===== src/sv/bldsw_pkg.sv =====
// bldsw_pkg: shared types, register indexes and layout constants for the
// block-linear to linear deswizzle core. No dependencies.
`timescale 1ns / 1ps
`default_nettype none

package bldsw_pkg;

    localparam int ADDR_BITS_DEFAULT = 40;
    localparam int MID_DEPTH_DEFAULT = 4;

    localparam int CFG_INDEX_W = 3;
    localparam int CFG_DATA_W  = 32;

    // register indexes on the configuration port
    localparam logic [CFG_INDEX_W-1:0] REG_SOURCE_ROW_BYTES  = 3'd0;
    localparam logic [CFG_INDEX_W-1:0] REG_SURFACE_ROWS      = 3'd1;
    localparam logic [CFG_INDEX_W-1:0] REG_SURFACE_DEPTH     = 3'd2;
    localparam logic [CFG_INDEX_W-1:0] REG_BLOCK_HEIGHT_LOG2 = 3'd3;
    localparam logic [CFG_INDEX_W-1:0] REG_BLOCK_DEPTH_LOG2  = 3'd4;
    localparam logic [CFG_INDEX_W-1:0] REG_DEST_ROW_BYTES    = 3'd5;
    localparam logic [CFG_INDEX_W-1:0] REG_DEST_SLICE_BYTES  = 3'd6;

    // layout limits
    localparam logic [2:0]  MAX_BH_LOG2      = 3'd5;
    localparam logic [11:0] MAX_SLICE_BLOCKS = 12'd2048;
    localparam logic [4:0]  GOB_LAST_CHUNK   = 5'd31;

    // descriptor field widths
    localparam int SLICE_W = 11;
    localparam int ROW_W   = 23;
    localparam int OFF_W   = 19;
    localparam int SUM_MIN_W = 44;

    typedef struct packed {
        logic [17:0] source_row_bytes;
        logic [14:0] surface_rows;
        logic [11:0] surface_depth;
        logic [2:0]  block_height_log2;
        logic [2:0]  block_depth_log2;
        logic [17:0] dest_row_bytes;
        logic [31:0] dest_slice_bytes;
    } cfg_t;

    // one classified chunk, handed from the front to the back
    typedef struct packed {
        logic               write_valid;
        logic               surface_last;
        logic [SLICE_W-1:0] slice;
        logic [ROW_W-1:0]   row;
        logic [OFF_W-1:0]   offset;
        logic [15:0]        byte_enables;
        logic [63:0]        data_low;
        logic [63:0]        data_high;
    } desc_t;

    typedef struct packed {
        logic full;
        logic empty;
    } q_status_t;

endpackage

`default_nettype wire


===== src/sv/bldsw_front.sv =====
// bldsw_front: surface counters and per-chunk classification (row, offset,
// byte enables, last flag). Depends on bldsw_pkg.
`timescale 1ns / 1ps
`default_nettype none

module bldsw_front
    import bldsw_pkg::*;
(
    input  wire logic        clk,
    input  wire logic        rst_n,
    input  wire cfg_t        cfg,
    input  wire logic        accept,
    input  wire logic [63:0] chunk_low,
    input  wire logic [63:0] chunk_high,
    output desc_t            desc
);

    logic [10:0] slice_reg, slice_next;
    logic [13:0] rowb_reg, rowb_next;
    logic [12:0] col_reg, col_next;
    logic [4:0]  gob_reg, gob_next;
    logic [4:0]  chunk_reg, chunk_next;

    logic [2:0]  bh;
    logic [5:0]  gobs;
    logic [8:0]  block_rows;
    logic [12:0] xb;
    logic [15:0] yb_sum;
    logic [12:0] yb;
    logic [11:0] zb_raw;
    logic [11:0] zb;
    logic        empty_surface;

    logic [2:0]  local_y;
    logic [5:0]  local_x;
    logic [19:0] gob_line;
    logic [ROW_W-1:0] row;
    logic [18:0] x;
    logic        row_ok;
    logic [18:0] diff;
    logic [6:0]  len;
    logic [15:0] be;

    logic end_c, end_g, end_x, end_y, end_z;

    // layout sizes from the configuration
    always_comb
    begin
        bh         = (cfg.block_height_log2 > MAX_BH_LOG2) ? MAX_BH_LOG2
                                                           : cfg.block_height_log2;
        gobs       = 6'd1 << bh;
        block_rows = 9'd8 << bh;
        xb         = 13'((19'(cfg.source_row_bytes) + 19'd63) >> 6);
        yb_sum     = 16'(cfg.surface_rows) + 16'(block_rows) - 16'd1;
        yb         = 13'(yb_sum >> (4'(bh) + 4'd3));
        zb_raw     = cfg.surface_depth >> cfg.block_depth_log2;
        zb         = (zb_raw > MAX_SLICE_BLOCKS) ? MAX_SLICE_BLOCKS : zb_raw;
        empty_surface = (xb == 13'd0) || (yb == 13'd0) || (zb == 12'd0);
    end

    // chunk position inside the GOB and on the surface
    always_comb
    begin
        local_y  = {chunk_reg[3], chunk_reg[2], chunk_reg[0]};
        local_x  = {chunk_reg[4], chunk_reg[1], 4'd0};
        gob_line = (20'(rowb_reg) << bh) + 20'(gob_reg);
        row      = {gob_line, local_y};
        x        = {col_reg, 6'd0};
        row_ok   = row < ROW_W'(cfg.surface_rows);
        diff     = 19'(cfg.dest_row_bytes) - x;
        if (19'(cfg.dest_row_bytes) > x)
        begin
            len = (diff >= 19'd64) ? 7'd64 : diff[6:0];
        end
        else
        begin
            len = 7'd0;
        end
        for (int n = 0; n < 16; n++)
        begin
            be[n] = (7'(local_x) + 7'(n)) < len;
        end
    end

    always_comb
    begin
        end_c = chunk_reg == GOB_LAST_CHUNK;
        end_g = (6'(gob_reg) + 6'd1) >= gobs;
        end_x = (14'(col_reg) + 14'd1) >= 14'(xb);
        end_y = (15'(rowb_reg) + 15'd1) >= 15'(yb);
        end_z = (12'(slice_reg) + 12'd1) >= zb;
    end

    always_comb
    begin
        desc.data_low     = chunk_low;
        desc.data_high    = chunk_high;
        desc.slice        = slice_reg;
        desc.row          = row;
        desc.offset       = {col_reg, local_x};
        desc.write_valid  = !empty_surface && row_ok;
        desc.byte_enables = (!empty_surface && row_ok) ? be : 16'd0;
        desc.surface_last = empty_surface || (end_c && end_g && end_x && end_y && end_z);
    end

    // nested counter step
    always_comb
    begin
        slice_next = slice_reg;
        rowb_next  = rowb_reg;
        col_next   = col_reg;
        gob_next   = gob_reg;
        chunk_next = chunk_reg;
        if (empty_surface)
        begin
            slice_next = '0;
            rowb_next  = '0;
            col_next   = '0;
            gob_next   = '0;
            chunk_next = '0;
        end
        else if (!end_c)
        begin
            chunk_next = chunk_reg + 5'd1;
        end
        else
        begin
            chunk_next = '0;
            if (!end_g)
            begin
                gob_next = gob_reg + 5'd1;
            end
            else
            begin
                gob_next = '0;
                if (!end_x)
                begin
                    col_next = col_reg + 13'd1;
                end
                else
                begin
                    col_next = '0;
                    if (!end_y)
                    begin
                        rowb_next = rowb_reg + 14'd1;
                    end
                    else
                    begin
                        rowb_next  = '0;
                        slice_next = end_z ? 11'd0 : slice_reg + 11'd1;
                    end
                end
            end
        end
    end

    always_ff @(posedge clk or negedge rst_n)
    begin
        if (!rst_n)
        begin
            slice_reg <= '0;
            rowb_reg  <= '0;
            col_reg   <= '0;
            gob_reg   <= '0;
            chunk_reg <= '0;
        end
        else if (accept)
        begin
            slice_reg <= slice_next;
            rowb_reg  <= rowb_next;
            col_reg   <= col_next;
            gob_reg   <= gob_next;
            chunk_reg <= chunk_next;
        end
    end

endmodule

`default_nettype wire


===== src/sv/bldsw_queue.sv =====
// bldsw_queue: short descriptor queue between front and back.
// Depends on bldsw_pkg (desc_t, q_status_t). DEPTH must be 2 or more.
`timescale 1ns / 1ps
`default_nettype none

module bldsw_queue
    import bldsw_pkg::*;
#(
    parameter int DEPTH = MID_DEPTH_DEFAULT
)
(
    input  wire logic  clk,
    input  wire logic  rst_n,
    input  wire logic  wr_en,
    input  wire desc_t wr_data,
    input  wire logic  rd_en,
    output desc_t      rd_data,
    output q_status_t  status
);

    localparam int PTR_W = $clog2(DEPTH);
    localparam int CNT_W = $clog2(DEPTH + 1);

    desc_t            entry_reg [DEPTH];
    logic [PTR_W-1:0] wr_ptr_reg, wr_ptr_next;
    logic [PTR_W-1:0] rd_ptr_reg, rd_ptr_next;
    logic [CNT_W-1:0] count_reg, count_next;

    always_comb
    begin
        wr_ptr_next = (wr_ptr_reg == PTR_W'(DEPTH - 1)) ? '0 : wr_ptr_reg + PTR_W'(1);
        rd_ptr_next = (rd_ptr_reg == PTR_W'(DEPTH - 1)) ? '0 : rd_ptr_reg + PTR_W'(1);
        count_next  = count_reg + CNT_W'(wr_en) - CNT_W'(rd_en);
        status.full  = count_reg == CNT_W'(DEPTH);
        status.empty = count_reg == '0;
        rd_data      = entry_reg[rd_ptr_reg];
    end

    always_ff @(posedge clk or negedge rst_n)
    begin
        if (!rst_n)
        begin
            wr_ptr_reg <= '0;
            rd_ptr_reg <= '0;
            count_reg  <= '0;
        end
        else
        begin
            if (wr_en)
            begin
                wr_ptr_reg <= wr_ptr_next;
            end
            if (rd_en)
            begin
                rd_ptr_reg <= rd_ptr_next;
            end
            count_reg <= count_next;
        end
    end

    always_ff @(posedge clk)
    begin
        if (wr_en)
        begin
            entry_reg[wr_ptr_reg] <= wr_data;
        end
    end

endmodule

`default_nettype wire


===== src/sv/bldsw_back.sv =====
// bldsw_back: address pipeline (pitch multiplies, then sum) and result register.
// Depends on bldsw_pkg.
`timescale 1ns / 1ps
`default_nettype none

module bldsw_back
    import bldsw_pkg::*;
#(
    parameter int ADDR_BITS = ADDR_BITS_DEFAULT
)
(
    input  wire logic                 clk,
    input  wire logic                 rst_n,
    input  wire cfg_t                 cfg,
    input  wire desc_t                q_data,
    input  wire logic                 q_empty,
    output logic                      q_pop,
    output logic                      empty,
    input  wire logic                 pop,
    output logic                      write_valid,
    output logic [ADDR_BITS-1:0]      linear_address,
    output logic [15:0]               byte_enables,
    output logic [63:0]               data_low,
    output logic [63:0]               data_high,
    output logic                      surface_last
);

    localparam int SUM_W = (ADDR_BITS > SUM_MIN_W) ? ADDR_BITS : SUM_MIN_W;

    // multiply stage
    logic        a_valid_reg;
    desc_t       a_desc_reg;
    logic [42:0] a_slice_prod_reg;
    logic [40:0] a_row_prod_reg;

    // result register
    logic                 out_valid_reg;
    logic                 write_valid_reg;
    logic [ADDR_BITS-1:0] addr_reg, addr_next;
    logic [15:0]          be_reg;
    logic [63:0]          data_low_reg;
    logic [63:0]          data_high_reg;
    logic                 last_reg;

    logic             out_adv;
    logic             a_adv;
    logic [SUM_W-1:0] sum;

    always_comb
    begin
        out_adv = !out_valid_reg || pop;
        a_adv   = !a_valid_reg || out_adv;
        q_pop   = !q_empty && a_adv;
        sum     = SUM_W'(a_slice_prod_reg) + SUM_W'(a_row_prod_reg)
                + SUM_W'(a_desc_reg.offset);
        addr_next = a_desc_reg.write_valid ? sum[ADDR_BITS-1:0] : '0;
    end

    always_ff @(posedge clk or negedge rst_n)
    begin
        if (!rst_n)
        begin
            a_valid_reg   <= 1'b0;
            out_valid_reg <= 1'b0;
        end
        else
        begin
            if (a_adv)
            begin
                a_valid_reg <= q_pop;
            end
            if (out_adv)
            begin
                out_valid_reg <= a_valid_reg;
            end
        end
    end

    always_ff @(posedge clk)
    begin
        if (q_pop)
        begin
            a_desc_reg       <= q_data;
            a_slice_prod_reg <= 43'(q_data.slice) * 43'(cfg.dest_slice_bytes);
            a_row_prod_reg   <= 41'(q_data.row) * 41'(cfg.dest_row_bytes);
        end
        if (a_valid_reg && out_adv)
        begin
            write_valid_reg <= a_desc_reg.write_valid;
            addr_reg        <= addr_next;
            be_reg          <= a_desc_reg.byte_enables;
            data_low_reg    <= a_desc_reg.data_low;
            data_high_reg   <= a_desc_reg.data_high;
            last_reg        <= a_desc_reg.surface_last;
        end
    end

    assign empty          = !out_valid_reg;
    assign write_valid    = write_valid_reg;
    assign linear_address = addr_reg;
    assign byte_enables   = be_reg;
    assign data_low       = data_low_reg;
    assign data_high      = data_high_reg;
    assign surface_last   = last_reg;

`ifndef SYNTHESIS
    a_no_write_zero: assert property (@(posedge clk) disable iff (!rst_n)
        out_valid_reg && !write_valid_reg |-> addr_reg == '0 && be_reg == 16'd0)
        else $error("non-written chunk carries address or byte enables");

    a_mul_hold: assert property (@(posedge clk) disable iff (!rst_n)
        a_valid_reg && !out_adv |=> a_valid_reg && $stable(a_row_prod_reg)
            && $stable(a_slice_prod_reg))
        else $error("multiply stage lost or changed a stalled item");

    a_pop_when_room: assert property (@(posedge clk) disable iff (!rst_n)
        q_pop |=> a_valid_reg)
        else $error("item popped from queue did not reach multiply stage");
`endif

endmodule

`default_nettype wire


===== src/sv/block_linear_to_linear_deswizzle_core.sv =====
// Block-linear to linear deswizzle core: one 16-byte chunk per cycle sustained while pop keeps up.
// Path: an accepted item is written into the queue, moves to the multiply stage,
// then its address sum goes into the result register; stages hold while pop is low.
// Throughput: one item per cycle while pop keeps up; the front counters step once per chunk.
// Reset (rst_n, async low): counters, queue and valid flags clear, config regs
// return to their defaults; payload registers are not reset.
`timescale 1ns / 1ps
`default_nettype none

module block_linear_to_linear_deswizzle_core
    import bldsw_pkg::*;
#(
    parameter int ADDR_BITS = ADDR_BITS_DEFAULT,
    parameter int MID_DEPTH = MID_DEPTH_DEFAULT
)
(
    input  wire logic                   clk,
    input  wire logic                   rst_n,
    // configuration write port
    input  wire logic                   cfg_write,
    input  wire logic [CFG_INDEX_W-1:0] cfg_index,
    input  wire logic [CFG_DATA_W-1:0]  cfg_data,
    // chunk input queue side
    input  wire logic                   push,
    output logic                        full,
    input  wire logic [63:0]            chunk_low,
    input  wire logic [63:0]            chunk_high,
    // result queue side
    output logic                        empty,
    input  wire logic                   pop,
    output logic                        write_valid,
    output logic [ADDR_BITS-1:0]        linear_address,
    output logic [15:0]                 byte_enables,
    output logic [63:0]                 data_low,
    output logic [63:0]                 data_high,
    output logic                        surface_last
);

    cfg_t      cfg_reg;
    desc_t     front_desc;
    desc_t     q_data;
    q_status_t q_status;
    logic      accept;
    logic      q_pop;

    // Config regs. The user must write them only while the pipe is drained; the block
    // does not enforce it. Front and back read them straight, without a shadow copy.
    always_ff @(posedge clk or negedge rst_n)
    begin
        if (!rst_n)
        begin
            cfg_reg.source_row_bytes  <= 18'd64;
            cfg_reg.surface_rows      <= 15'd8;
            cfg_reg.surface_depth     <= 12'd1;
            cfg_reg.block_height_log2 <= 3'd0;
            cfg_reg.block_depth_log2  <= 3'd0;
            cfg_reg.dest_row_bytes    <= 18'd64;
            cfg_reg.dest_slice_bytes  <= 32'd0;
        end
        else if (cfg_write)
        begin
            case (cfg_index)
                REG_SOURCE_ROW_BYTES:  cfg_reg.source_row_bytes  <= cfg_data[17:0];
                REG_SURFACE_ROWS:      cfg_reg.surface_rows      <= cfg_data[14:0];
                REG_SURFACE_DEPTH:     cfg_reg.surface_depth     <= cfg_data[11:0];
                REG_BLOCK_HEIGHT_LOG2: cfg_reg.block_height_log2 <= cfg_data[2:0];
                REG_BLOCK_DEPTH_LOG2:  cfg_reg.block_depth_log2  <= cfg_data[2:0];
                REG_DEST_ROW_BYTES:    cfg_reg.dest_row_bytes    <= cfg_data[17:0];
                REG_DEST_SLICE_BYTES:  cfg_reg.dest_slice_bytes  <= cfg_data[31:0];
                default:               ;
            endcase
        end
    end

    // Input side looks like a queue: full only when the middle queue is full.
    assign full   = q_status.full;
    assign accept = push && !q_status.full;

    // Front: walks the z/y/x/GOB-row/chunk counters and classifies each chunk.
    bldsw_front u_front (
        .clk        (clk),
        .rst_n      (rst_n),
        .cfg        (cfg_reg),
        .accept     (accept),
        .chunk_low  (chunk_low),
        .chunk_high (chunk_high),
        .desc       (front_desc)
    );

    // Middle queue decouples the counters from the address pipeline.
    bldsw_queue #(
        .DEPTH (MID_DEPTH)
    ) u_queue (
        .clk     (clk),
        .rst_n   (rst_n),
        .wr_en   (accept),
        .wr_data (front_desc),
        .rd_en   (q_pop),
        .rd_data (q_data),
        .status  (q_status)
    );

    // Back: slice*slice_pitch and row*row_pitch, then the address sum.
    bldsw_back #(
        .ADDR_BITS (ADDR_BITS)
    ) u_back (
        .clk            (clk),
        .rst_n          (rst_n),
        .cfg            (cfg_reg),
        .q_data         (q_data),
        .q_empty        (q_status.empty),
        .q_pop          (q_pop),
        .empty          (empty),
        .pop            (pop),
        .write_valid    (write_valid),
        .linear_address (linear_address),
        .byte_enables   (byte_enables),
        .data_low       (data_low),
        .data_high      (data_high),
        .surface_last   (surface_last)
    );

endmodule

`default_nettype wire


===== config.mk =====
export PLATFORM = sky130hd
export DESIGN_NAME = block_linear_to_linear_deswizzle_core
export DESIGN_NICKNAME = d
export VERILOG_FILES = /design/src/sv/bldsw_pkg.sv /design/src/sv/bldsw_front.sv /design/src/sv/bldsw_queue.sv /design/src/sv/bldsw_back.sv /design/src/sv/block_linear_to_linear_deswizzle_core.sv
export SDC_FILE = /design/constraint.sdc
export NUM_CORES = 2
export LEC_CHECK = 0
export BUFFER_PORTS_ARGS = -buffer_cell sky130_fd_sc_hd__buf_2
export CORE_MARGIN = 5
export CORE_UTILIZATION = 55
export DETAILED_ROUTE_END_ITERATION = 6
export PLACE_DENSITY = 0.72
export SLEW_MARGIN = 15
export SYNTH_ARGS = -nofsm -noshare
export SYNTH_HDL_FRONTEND = slang
export SYNTH_SLANG_ARGS = --single-unit
export TNS_END_PERCENT = 5

===== constraint.sdc =====
create_clock -name clk -period 19.65 [get_ports clk]
set_clock_uncertainty 0.15 [all_clocks]
set_input_delay 1.965 -clock clk [delete_from_list [all_inputs] [get_ports clk]]
set_output_delay 1.965 -clock clk [all_outputs]
set_load 0.03 [all_outputs]

==> results by group <==
Finish
  – Max reg flops: 780
  – Layout cells sized above 1: 0.151
  – Fillers: 10,900
  – Synthesis-to-layout area growth: 10.3%
  – Final nets: 7,301

Clocking
  – Cts bufs inserted: 134
  – Cts hold-fix bufs: 0
  – Post_cts resized: 0
  – Clk pin slew, worst setup/hold paths: 0.06 ns
  – Setup bufs post-CTS: 0
  – CTS tree: built
  – Skew-Pair Late Insertion Delay: 0.77 ns
  – TritonCTS Sinks: 1,365
  – CTS root buffer: clkbuf_16
  – Deepest clock path buffer count: 3
  – CTS H-tree lvls: 4

Floorplanning
  – Die area: 151,000 sq um
  – Core footprint: 143,000 sq um
  – Die X: 389 um
  – Die Ht: 389 um
  – Row count: 139
  – Initial Utilization: 0.552
  – IO Count: 356

Setup path
  – Reg2reg path depth: 26
  – CP Max Fanout: 50
  – Data arrival, critical path: 9.64 ns
  – CP Capture Type: register
  – WP data required: 20.01 ns
  – CP Launch Type: register
  – R2R setup slack: 10.37 ns
  – Setup CP Type: reg2reg

Detailed routing
  – Wirelength per Cell: 22.7 um
  – DRC: 0
  – DR pass1 iterations: 5
  – Drt first-iter violations: 3,867
  – Via count: 47,000
  – Final ANT Viol Nets: 0
  – Vias/cell: 5.74
  – Final WL: 186 mm

Synthesis
  – Most frequent cells after synthesis: 1,207 x edfxtp_1, 730 x inv_1, 669 x nand2_1
  – FFs w/ async S/R, synth: 0.116
  – Top-count cell post-synth: edfxtp_1
  – Synth area leader: edfxtp_1
  – Synthesized cell area: 79,100 sq um
  – Mean area per synthesized cell: 13.5 sq um
  – Main flop type after synthesis: edfxtp_1
  – Sequential fraction of the synthesis area: 0.508
  – Synthesized flop and latch total: 1,365
  – Syn Inst Count: 5,870
  – Synth cell types: 98
  – Yosys warns: 0
  – Synth top area cells: edfxtp_1 46%, fa_1 16%, mux4_2 5.7%
  – Synth Net Count: 7,010
  – Post-synth top area share: 0.458
  – Number of enable flip-flop cells after synthesis: 1,207

STA
  – Peak Freq: 0.108 GHz
  – Final Setup Violations: 0
  – Fin crit period: 9.28 ns
  – RSZ-0062 raised after global routing: false
  – Worst slew margin: 0.225
  – Final hold violation count: 0
  – Worst-margin pin slew: 1.16 ns
  – Slew Viols, Final: 0
  – Setup_tns: 0 ns
  – Tcrit/Tclk final: 0.472

Global route
  – Vias in the first global route: 49,300
  – Initial antenna violation count: 40
  – Gr usage total: 0.247
  – First-pass GRT wire length: 289 mm
  – Grt ovf: 0
  – Largest net degree at the start of global routing: 131

Placed design
  – IO Port Bufs: 355
  – Hpwl dp: 126 mm
  – GP Congestion: 0.883

Hold path
  – Worst min path class: reg2reg
  – Min-Delay Path Depth: 0

Flow run
  – Maxcap violations: 0

Outcome
  – Outcome: finished clean
-- metrics by stage --
stage | std cells | area [sq um] | utilization | setup WS, ns | hold WS [ns]
after floorplan | 5870 | 79100 | - | 3.19 | 0.250
after global placement | 7928 | 82700 | 0.577 | 10.41 | 0.250
after detailed placement | 7928 | 82700 | 0.577 | 10.34 | 0.255
after CTS | 8173 | 87200 | 0.608 | 10.29 | 0.247
after global routing | 8183 | 87200 | 0.609 | 9.66 | 0.251
final | 8193 | 87200 | 0.609 | 10.37 | 0.250
-- cells by family (layout without fill, tap and decap cells) --
| logic type | Yosys count | count (layout) | share of synthesized area |
|---|---|---|---|
| flops | 1365 | 1365 | 0.508 |
| fa+ha+maj | 972 | 972 | 0.213 |
| xor+xnor | 181 | 181 | 0.0200 |
| simple gates | 1439 | 1439 | 0.0869 |
| buf+inv | 980 | 1380 | 0.0473 |
| mux | 327 | 327 | 0.0746 |
| compound gates | 606 | 606 | 0.0501 |
| other cells | 0 | 20 | 0 |
-- critical path: stages, from the launching register on --
cell and delay, ns:
dfrtp_4 0.94, buf_4 0.70, mux4_2 0.60, and2_1 0.26
fa_1 0.54, inv_1 0.06, fa_1 0.55, fa_1 0.43
fa_1 0.48, inv_1 0.05, fa_1 0.53, inv_1 0.05
fa_1 0.52, inv_1 0.04, ha_1 0.36, nand2_1 0.09
o21ai_0 0.22, a2111oi_0 0.10, o41ai_1 0.71, nand3_1 0.21
a211o_1 0.35, o21ai_0 0.32, o31a_1 0.21, or4_1 0.14
a31o_2 0.15, a21oi_1 0.07, xnor2_1 0.13
-- routing by layer --
layer	routed length, um	part of all wire	GRT usage	up-vias
li1	-	-	-	20800
met1	75600	0.41	0.337	23900
met2	89700	0.48	0.404	1834
met3	14600	0.079	0.0510	345
met4	5790	0.031	0.0767	20
met5	130	0.00070	0	-
-- final timing paths --
check,start,endpoint
setup / recovery,u_queue.rd_ptr_reg[1],u_back.a_row_prod_reg[38]
hold / removal,u_back.a_desc_reg[85],u_back.data_low[21]
setup reg to reg,u_queue.rd_ptr_reg[1],u_back.a_row_prod_reg[38]
hold reg to reg,u_back.a_desc_reg[85],u_back.data_low[21]
max in group asynchronous,rst_n,cfg_reg[31]
min in group asynchronous,rst_n,cfg_reg[58]
-- cells in the final DEF, fill, tap and decap left out, drive strengths merged, types with 18 or more instances in the layout --
master | Yosys | layout
edfxtp | 1207 | 1207
inv | 732 | 737
nand2 | 669 | 669
fa | 621 | 621
buf | 58 | 401
ha | 351 | 351
and2 | 327 | 327
mux4 | 200 | 200
clkbuf | 188 | 166
a21oi | 161 | 161
nor2 | 159 | 159
dfrtp | 154 | 154
o21ai | 143 | 143
xnor2 | 126 | 126
mux2 | 94 | 94
a21o | 79 | 79
nand3 | 71 | 71
clkinv | 2 | 61
xor2 | 55 | 55
nor3 | 52 | 52
mux2i | 33 | 33
nand2b | 30 | 30
a211oi | 30 | 30
nor2b | 29 | 29
o21a | 28 | 28
diode | 0 | 20
and3 | 19 | 19
o211ai | 18 | 18
-- layout make-up --
class,instances,area [sq um],area share
Tap cell,1903,2380,0.0273
Timing Repair Buffer,401,2170,0.0248
Sequential cell,1365,40200,0.461
Multi-Input combinational cell,3525,35200,0.403
Inverter,734,2760,0.0316
Clock buffer,166,3490,0.0400
Clock inverter,79,1010,0.0116
Antenna cell,20,50.0,0.000574
Power is not shown: default switching activity piles up to over one toggle a cycle in this logic, so the estimate is an artifact.
